$ cat src/sv/scsa_pkg.sv
// Shared types and constants for the sparse convolution scatter-accumulate block.
package scsa_pkg;

	localparam int CfgIdxW  = 3;
	localparam int CfgDataW = 6;
	localparam int LinW     = 18;

	localparam logic [CfgIdxW-1:0] CFG_SIZE_X = 3'd0;
	localparam logic [CfgIdxW-1:0] CFG_SIZE_Y = 3'd1;
	localparam logic [CfgIdxW-1:0] CFG_SIZE_Z = 3'd2;
	localparam logic [CfgIdxW-1:0] CFG_FILT_X = 3'd3;
	localparam logic [CfgIdxW-1:0] CFG_FILT_Y = 3'd4;
	localparam logic [CfgIdxW-1:0] CFG_FILT_Z = 3'd5;

	localparam logic CMD_ACCUM = 1'b0;
	localparam logic CMD_READ  = 1'b1;

	typedef struct packed {
		logic               cmd;
		logic [4:0]         pos_x;
		logic [4:0]         pos_y;
		logic [4:0]         pos_z;
		logic [4:0]         tap_x;
		logic [4:0]         tap_y;
		logic [4:0]         tap_z;
		logic signed [15:0] sample;
		logic signed [15:0] weight;
		logic [14:0]        read_index;
	} in_item_t;

	typedef struct packed {
		logic               hit;
		logic [14:0]        entry_index;
		logic signed [47:0] entry_value;
	} out_item_t;

	typedef struct packed {
		logic load;
		logic map_en;
		logic tsum_en;
		logic lin_en;
		logic ram_rd;
		logic commit;
		logic finish;
	} ctrl_cmd_t;

	typedef struct packed {
		logic clear_busy;
		logic is_read;
		logic map_hit;
		logic rd_oob;
		logic out_free;
	} ctrl_stat_t;

endpackage

$ cat src/sv/scsa_ctrl.sv
// Sequencing state machine for the scatter-accumulate block.
module scsa_ctrl
	import scsa_pkg::*;
(
	input  logic       clk,
	input  logic       arst_n,
	input  logic       in_valid,
	output logic       in_stall,
	input  ctrl_stat_t stat,
	output ctrl_cmd_t  cmd
);

	typedef enum logic [2:0] {
		ST_IDLE,
		ST_MAP,
		ST_TSUM,
		ST_LIN,
		ST_READ,
		ST_COMMIT,
		ST_FINISH
	} state_t;

	state_t state_q;
	logic   accept;

	assign in_stall = (state_q != ST_IDLE) || stat.clear_busy;
	assign accept   = in_valid && !in_stall;

	always_comb begin
		cmd         = '0;
		cmd.load    = accept;
		cmd.map_en  = (state_q == ST_MAP);
		cmd.tsum_en = (state_q == ST_TSUM);
		cmd.lin_en  = (state_q == ST_LIN);
		cmd.ram_rd  = (state_q == ST_READ) && !(stat.is_read && stat.rd_oob);
		cmd.commit  = (state_q == ST_COMMIT) && stat.out_free;
		cmd.finish  = (state_q == ST_FINISH) && stat.out_free;
	end

	always_ff @(posedge clk or negedge arst_n) begin
		if (!arst_n) begin
			state_q <= ST_IDLE;
		end else begin
			unique case (state_q)
				ST_IDLE: begin
					if (accept) begin
						state_q <= in_valid ? ST_MAP : ST_IDLE;
					end
				end
				ST_MAP:  state_q <= stat.is_read ? ST_READ : ST_TSUM;
				ST_TSUM: state_q <= ST_LIN;
				ST_LIN:  state_q <= stat.map_hit ? ST_READ : ST_FINISH;
				ST_READ: state_q <= (stat.is_read && stat.rd_oob) ? ST_FINISH : ST_COMMIT;
				ST_COMMIT: begin
					if (stat.out_free) begin
						state_q <= ST_IDLE;
					end
				end
				ST_FINISH: begin
					if (stat.out_free) begin
						state_q <= ST_IDLE;
					end
				end
				default: state_q <= ST_IDLE;
			endcase
		end
	end

endmodule

$ cat config.mk
export PLATFORM = sky130hd
export DESIGN_NAME = scsa_ctrl
export DESIGN_NICKNAME = d
export VERILOG_FILES = /design/src/sv/scsa_pkg.sv /design/src/sv/scsa_ctrl.sv
export SDC_FILE = /design/constraint.sdc
export NUM_CORES = 1
export LEC_CHECK = 0
export BUFFER_PORTS_ARGS = -buffer_cell sky130_fd_sc_hd__buf_2
export CAP_MARGIN = 10
export CORE_AREA = 2 2 39 41
export DETAILED_ROUTE_END_ITERATION = 10
export DIE_AREA = 0 0 41 43
export GPL_TIMING_DRIVEN = 0
export PLACE_DENSITY = 0.41
export SLEW_MARGIN = 20
export SYNTH_ARGS = -nofsm -noshare
export SYNTH_HDL_FRONTEND = slang
export SYNTH_SLANG_ARGS = --single-unit
$ cat constraint.sdc
create_clock -name clk -period 1.73 [get_ports clk]
set_input_delay 0.0865 -clock clk [delete_from_list [all_inputs] [get_ports clk]]
set_output_delay 0.0865 -clock clk [all_outputs]
set_load 0.05 [all_outputs]
==> impl_metrics.ini, run 1 <==
[critical_path]
path_buf_inv = 2
cpMaxStageDelayCell = or4_4
critPathLaunchType = flop
r2r_setup_slack_ns = 0.45
end_kind = output port
critPathKind = reg -> out
cp_max_fo = 3
max_stage_delay_ns = 0.51
cp_top_family = simple AND/OR/NAND/NOR gates
cp.arrival_ns = 1.52
crit_required_ns = 1.64
crit_chain = buf_6 -> or4_4 -> nor2_2 -> buf_8

[logic_synthesis]
synthSimpleGateAreaFrac_pct = 35.0
synth_nets = 43
synth_mux_area_share_pct = 0
synth_compound_area_share_pct = 20.3
synth_area_per_cell_um2 = 7.76
synth_cells = 35
synth_top_family_by_area = simple AND/OR/NAND/NOR gates
syn_area_um2 = 272
ys.warnings.count = 0
ys_ff_latch = 3
yosysSeqAreaShare_pct = 27.6
synthAdderAreaFrac_pct = 0
synth_xor_area_share_pct = 0
synth_cell_types = 20

[clock_tree]
clockBufferDepth = 2
h-tree-depth = 1
tritoncts = built
clk_pin_slew_worst_paths_ns = 0.04
cts_buffers = 3
cts-root-buf = clkbuf_4
clk_latency_ns = 0.23
cts_sinks = 3

[placed_design]
post-place-cells = 66
routabilityCongestion = 0.600
io_buffer_count = 15
dp_hpwl_um = 513
dp_worst_setup_slack_ns = 0.205

[sta]
period_share_pct = 92.9
timing.setup.tns_ns = 0
worstMarginPinSlew_ns = 0.242
setup_viol = 0
period_minus_slack_ns = 1.61
rsz0062_at_grt = false
hold_ws_ns = 0.175
finalWorstSetupSlack_ns = 0.122
hold_violations = 0
slew_viol_final = 0
fin_skew_ns = 0.000740
slew_headroom_pct = 83.8
fmax_mhz = 622

[layout]
top_regs = state_q: 3 flops
drive_gt1_share_pct = 48.2
final_nets = 65
utilization_pct = 31.1
diodes = 0
fillers = 163
final_common_cell = buf_2
regMostFlops = state_q
area_delta_synth_final_pct = 58.5
largest_reg_flops = 3
most-common-layout-cells = buf_2 (15), nor2_1 (4)
stdcell_count = 72

[worst_hold_path]
hold_path_class = in -> async

[die]
dieArea_um2 = 1760
io_pins = 16
die_h_um = 43
initial_utilization_pct = 19.6
row_count = 14
die_w_um = 41
coreArea_um2 = 1380

[power_and_ir_drop]
peakVddDrop_mv = 0.612
clkPwrFrac_pct = 14.5
intPower_uw = 415
leakage_nw = 0.224
switching_share_pct = 51.5
switchingPower_uw = 440
p_seq_share_pct = 14.6
combPwrFrac_pct = 70.9
powerDensity_nw_per_um2 = 1990

[run]
maxCapViolations = 0

[drt]
drtIter0Drc = 5
drt_pass1_iterations = 3
viasPerCell = 4.63
drc = 0
wire_per_inst_um = 9.78
antenna_left = 0
vias = 333
postRouteWirelength_um = 704

[grt]
grt_pass1_vias = 257
grt_pass1_wl_um = 1040
antenna_found_initial = 0
grtUsageTotal_pct = 8.95
overflow = 0
grt_start_max_net_pins = 11

[status]
outcome = completed
per-stage QoR:
step	power, mW	cell area, um2
3_5_place_dp	0.702	377
2_1_floorplan	0.591	282
3_3_place_gp	0.703	377
4_1_cts	0.839	415
5_1_grt	0.929	430
6_report	0.855	430
layer usage:
metal / wire length, um / vias to the layer above / track usage [%]
li1: - / 162 / -
met3: 56 / 0 / 6.28
met2: 332 / 10 / 11.6
met4: 0 / 0 / 2.00
met5: 0 / - / 0
met1: 316 / 161 / 12.0
power groups by stage:
stage | Sequential, mW | Combinational (mW) | Clock (mW)
2_1_floorplan | 0.122 | 0.469 | 0
3_3_place_gp | 0.126 | 0.577 | 0
3_5_place_dp | 0.127 | 0.576 | 0
4_1_cts | 0.126 | 0.580 | 0.132
5_1_grt | 0.130 | 0.657 | 0.142
6_report | 0.125 | 0.606 | 0.124
cell families after synthesis:
group | count (synthesis)
AND/OR/NAND/NOR | 17
AO/OA/AOI/OAI | 8
buffers and inverters | 7
flip-flops | 3
area by class of cell:
class | instances | area [um2] | share of cell area, %
Sequential cell | 3 | 75.1 | 17.4
Buffer | 3 | 27.5 | 6.40
Inverter | 3 | 11.3 | 2.62
Tap cell | 16 | 20.0 | 4.65
Clock buffer | 4 | 26.3 | 6.10
Timing Repair Buffer | 18 | 110 | 25.6
Multi-Input combinational cell | 25 | 160 | 37.2
Yosys cell counts, drive strengths merged:
| library cell | instances | area share (%) |
|---|---|---|
| or4 | 1 | 4.1 |
| nor3 | 3 | 5.5 |
| nand2b | 2 | 4.6 |
| o211a | 1 | 3.7 |
| or2b | 1 | 2.8 |
| a221o | 1 | 3.7 |
| a21oi | 3 | 5.5 |
| o22ai | 1 | 2.3 |
| nand2 | 3 | 4.1 |
| dfrtp | 3 | 28 |
| nand4b | 1 | 3.2 |
| inv | 3 | 4.1 |
| o21ai | 1 | 1.8 |
| buf | 4 | 13 |
| nor3b | 1 | 2.8 |
| o32ai | 1 | 3.2 |
| nor2 | 5 | 7.8 |
final timing paths:
| path | cells past startpoint | startpoint | to |
|---|---|---|---|
| max | 4 | state_q[1] | cmd[6] |
| max in group asynchronous | 2 | arst_n | state_q[2] |
| max reg2reg | 5 | state_q[1] | state_q[1] |
| min | 2 | arst_n | state_q[0] |
| min in group clk | 3 | stat[0] | state_q[2] |
| min reg2reg | 3 | state_q[1] | state_q[0] |
what timing repair did:
item / 4_1_cts / 5_1_grt
hold endpoints to repair: 3 / 0
endpoints found under the setup margin: 1 / 1
setup buffers: 0 / 2
resized for setup: 1 / 2
hold buffers: 1 / 0
pin swaps: 0 / 1
Power figures use the tool's default switching activity.
==> inputs of run 2 (changes only) <==
Settings changed: RECOVER_POWER from default to 25.
==> run 2 against run 1 <==
Compared with the run above: global-route usage stayed put; power barely moved; combinational power hardly changed; worst setup slack is essentially flat; worst hold slack improved by 0.011 ns; critical endpoint unchanged; highest routed layer unchanged.
==> impl_metrics.ini, run 2 (synthesis gave the netlist of run 1 again) <==
[grt]
antenna_found_initial = 0
grtUsageTotal_pct = 8.95
grt_pass1_vias = 257
grt_pass1_wl_um = 1040
overflow = 0
grt_start_max_net_pins = 11

[layout]
diodes = 0
ff_latch_area_um2 = 75.1
fillers = 161
top_regs = state_q: 3 flops
regMostFlops = state_q
largest_reg_flops = 3
drive_gt1_share_pct = 46.4
most-common-layout-cells = buf_2 (14), nor2_1 (4)
multiInputGateArea_um2 = 160
stdcell_count = 72
final_nets = 65
final_common_cell = buf_2
area_delta_synth_final_pct = 58.1

[critical_path]
crit_chain = buf_6 -> or4_4 -> nor2_2 -> buf_8
cp_max_fo = 3
critPathKind = reg -> out
max_stage_delay_ns = 0.51
cp_top_family = simple AND/OR/NAND/NOR gates
end_kind = output port
cp.arrival_ns = 1.52
critPathLaunchType = flop
crit_required_ns = 1.64
cpMaxStageDelayCell = or4_4
path_buf_inv = 2

[die]
dieArea_um2 = 1760
die_w_um = 41
row_count = 14
coreArea_um2 = 1380
die_h_um = 43
io_pins = 16
initial_utilization_pct = 19.6

[sta]
period_minus_slack_ns = 1.61
timing.setup.tns_ns = 0
rsz0062_at_grt = false
period_share_pct = 92.9
slew_viol_final = 0
fmax_mhz = 622
fin_skew_ns = 0.000740
hold_violations = 0
slew_headroom_pct = 83.8
worstMarginPinSlew_ns = 0.242
setup_viol = 0

[drt]
vias = 333
antenna_left = 0
viasPerCell = 4.63
drc = 0
drtIter0Drc = 5
wire_per_inst_um = 9.75
postRouteWirelength_um = 702
drt_pass1_iterations = 3

[clock_tree]
clk_latency_ns = 0.23
cts-root-buf = clkbuf_4
clockBufferDepth = 2
cts_buffers = 3
h-tree-depth = 1
clk_pin_slew_worst_paths_ns = 0.04
tritoncts = built
cts_sinks = 3

[placed_design]
post-place-cells = 66
dp_hpwl_um = 513
io_buffer_count = 15
routabilityCongestion = 0.600

[status]
outcome = completed

[power_and_ir_drop]
peakVddDrop_mv = 0.612
total_power_uw = 855
leakage_nw = 0.221
powerDensity_nw_per_um2 = 1990

[run]
maxCapViolations = 0

[worst_hold_path]
hold_path_class = in -> async
-- run 2: layer usage --
layer	track usage [%]	share of wire, %	vias to the layer above
li1	-	-	162
met1	12.0	45	161
met2	11.6	47	10
met3	6.28	8.0	0
met4	2.00	0	0
met5	0	0	-
-- run 2: power breakdown --
part	total (mW)	internal, mW	switching (mW)
sequential	0.125	0.106	0.0195
combinational	0.606	0.222	0.384
clock	0.124	0.0865	0.0372
total	0.855	0.414	0.440
-- run 2: worst paths after layout --
path	from	end	slack [ns]	cells past startpoint
worst max-delay path	state_q[1]	cmd[6]	0.12	4
worst min-delay path	arst_n	state_q[0]	0.19	2
worst max register to register	state_q[1]	state_q[1]	0.45	5
worst min register to register	state_q[1]	state_q[0]	0.72	3
max in group asynchronous	arst_n	state_q[2]	1.39	2
min in group clk	stat[0]	state_q[2]	0.19	3
-- run 2: final cells by class --
cell class / count / area share (%)
clock buffers: 4 / 6.12
multi-input cells: 25 / 37.3
plain buffers: 3 / 6.41
inverters: 3 / 2.62
flip-flops and latches: 3 / 17.5
well taps: 16 / 4.66
repair buffers: 18 / 25.4
-- run 2: what timing repair did --
item                                   CTS  global route
hold buffers                             1             0
resized for setup                        1             2
pin swaps                                0             1
setup endpoints to repair                1             1
endpoints found under the hold margin    3             0
buffers inserted                         0             2
-- run 2: stage by stage --
stage	util (%)	cell area (um2)	hold WS [ns]	setup WS (ns)
2_1_floorplan	-	282	-0.209	0.233
3_3_place_gp	27.2	377	-0.115	0.215
3_5_place_dp	27.2	377	-0.114	0.205
4_1_cts	30.0	415	0.165	0.00596
5_1_grt	31.0	429	0.190	0.0402
6_report	31.0	429	0.187	0.122
==> inputs of run 3 (changes only) <==
Settings changed: ABC_AREA from default to 1, CTS_BUF_LIST from default to sky130_fd_sc_hd__clkbuf_16, PLACE_DENSITY 0.41 to 0.43, SKIP_CTS_REPAIR_TIMING from default to 1.
==> run 3 against run 2 <==
Compared with the run above: critical path depth is 1 higher; sequential power is 6% higher; critical path type unchanged; global-route usage is 1.8 points higher; area after synthesis is 11% higher; clock-buffer cell count is 1 lower; synthesized cell count is 31% higher; register-to-register slack better by 0.19 ns; core utilization is 4.0 points higher; wire length is 11% higher.
==> impl_metrics.ini, run 3 <==
[sta]
period_share_pct = 86.3
hold_ws_ns = 0.178
period_minus_slack_ns = 1.49
setup_viol = 0
worstMarginPinSlew_ns = 0.237
slew_headroom_pct = 84.1
hold_violations = 0
timing.setup.tns_ns = 0
fmax_mhz = 669
rsz0062_at_grt = false
fin_skew_ns = 0.000751
slew_viol_final = 0

[worst_hold_path]
hold_path_class = in -> reg
hold-path-cell-count = 4
hp-start = stat[2]

[die]
row_count = 14
coreArea_um2 = 1380
die_h_um = 43
die_w_um = 41
initial_utilization_pct = 21.8
dieArea_um2 = 1760
io_pins = 16

[clock_tree]
cts_sinks = 3
cts-root-buf = clkbuf_16
h-tree-depth = 1
cts_buffers = 3
clk_latency_ns = 0.22
clockBufferDepth = 2
tritoncts = built
clk_pin_slew_worst_paths_ns = 0.03

[layout]
top_regs = state_q: 3 flops
diodes = 0
final_nets = 75
area_delta_synth_final_pct = 60.6
most-common-layout-cells = buf_2 (14), nor2_1 (8), inv_1 (7), nand3_1 (6), nand2_1 (5)
drive_gt1_share_pct = 45.5
largest_reg_flops = 3
final_common_cell = buf_2
stdcell_count = 82
regMostFlops = state_q
fillers = 149

[critical_path]
critPathLaunchType = flop
cp.arrival_ns = 1.41
crit_required_ns = 1.64
startpoint = state_q[0]
critPathKind = reg -> out
end_kind = output port
r2r-start = state_q[1]
rr_worst_depth = 5
cp_max_fo = 6

[grt]
grt_util_met3_pct = 1.57
grt_start_max_net_pins = 9
grt_busiest_layer = met2
antenna_found_initial = 0
grt_pass1_wl_um = 1230
grt_use_met1_pct = 12.5
overflow = 0
grtUsageTotal_pct = 10.7
met2_usage_pct = 14.7
grt_pass1_vias = 318

[power_and_ir_drop]
peakVddDrop_mv = 0.637
total_power_mw = 1.05
powerDensity_nw_per_um2 = 2170
leakage_nw = 0.281

[logic_synthesis]
ys.warnings.count = 0
synth_edf_count = 0
yosysMostFrequentCell = nor2_1
synth_top_area_share_pct = 24.9
ys_top_cells_by_area = dfrtp_1 (25%), nand3_1 (10%), nor2_1 (10%)
synth_area_per_cell_um2 = 6.56
synth_cells = 46
synth_nets = 54
synth.largest_area_cell = dfrtp_1
synth-main-ff-cell = dfrtp_1
syn_area_um2 = 302
synth_cell_types = 17
ys_ff_latch = 3
synthTopCellsByCount = nor2_1 (8), inv_1 (6), nand3_1 (6)
yosysSeqAreaShare_pct = 24.9
synthArstFlopShare_pct = 100

[drt]
postRouteWirelength_um = 781
viasPerCell = 4.27
drtIter0Drc = 4
wire_per_inst_um = 9.52
vias = 350
antenna_left = 0
drt_pass1_iterations = 2
drc = 0

[placed_design]
dp_hpwl_um = 581
io_buffer_count = 15
post-place-cells = 77
routabilityCongestion = 0.671

[status]
outcome = completed

[run]
maxCapViolations = 0
==> run 3: power by group <==
group	switching, mW	total (mW)	internal [mW]	leakage (nW)
Combinational	0.392	0.556	0.164	0.200
Sequential	0.0290	0.132	0.102	0.0382
Clock	0.0645	0.363	0.298	0.0423
Total	0.486	1.05	0.565	0.281
==> run 3: kinds of logic (layout without fill, tap and decap cells) <==
family / Yosys count / in the layout / share of synthesized area [%]
AND/OR/NAND/NOR: 28 / 28 / 48.1
buffers and inverters: 12 / 32 / 19.9
AO/OA/AOI/OAI: 3 / 3 / 7.05
flip-flops: 3 / 3 / 24.9
==> run 3: worst max-delay path, cell delays in order, from the launching register on <==
cell,delay (ns)
dfrtp_1,0.45
nor2_2,0.17
nand3_1,0.10
nor2_1,0.11
buf_4,0.11
buf_2,0.24
==> run 3: area by class of cell <==
| type | instances | area, um2 | area share (%) |
|---|---|---|---|
| multi-input cells | 31 | 166 | 34.4 |
| repair buffers | 16 | 83.8 | 17.3 |
| flip-flops and latches | 3 | 75.1 | 15.5 |
| clock buffers | 3 | 75.1 | 15.5 |
| inverters | 9 | 33.8 | 6.98 |
| plain buffers | 3 | 26.3 | 5.43 |
| well taps | 16 | 20.0 | 4.13 |
| clock inverters | 1 | 3.75 | 0.775 |
==> run 3: final timing paths <==
check / end / slack (ns)
worst max-delay path: cmd[6] / 0.24
max in group asynchronous: state_q[2] / 1.37
worst min-delay path: state_q[1] / 0.18
min in group asynchronous: state_q[1] / 0.20
worst min register to register: state_q[0] / 0.67
worst max register to register: state_q[0] / 0.64
==> run 3: per-stage QoR <==
step	cell area (um2)	utilization [%]	setup slack, ns
finish	484	35.0	0.236
global route	484	35.0	0.127
global placement	397	28.7	0.466
CTS	475	34.4	0.217
detailed placement	397	28.7	0.472
floorplan	302	-	0.351
==> run 3: per-layer routing <==
layer | vias up | part of all wire [%]
met5 | - | 0
met1 | 151 | 45
li1 | 187 | -
met3 | 3 | 5.6
met2 | 9 | 46
met4 | 0 | 3.3
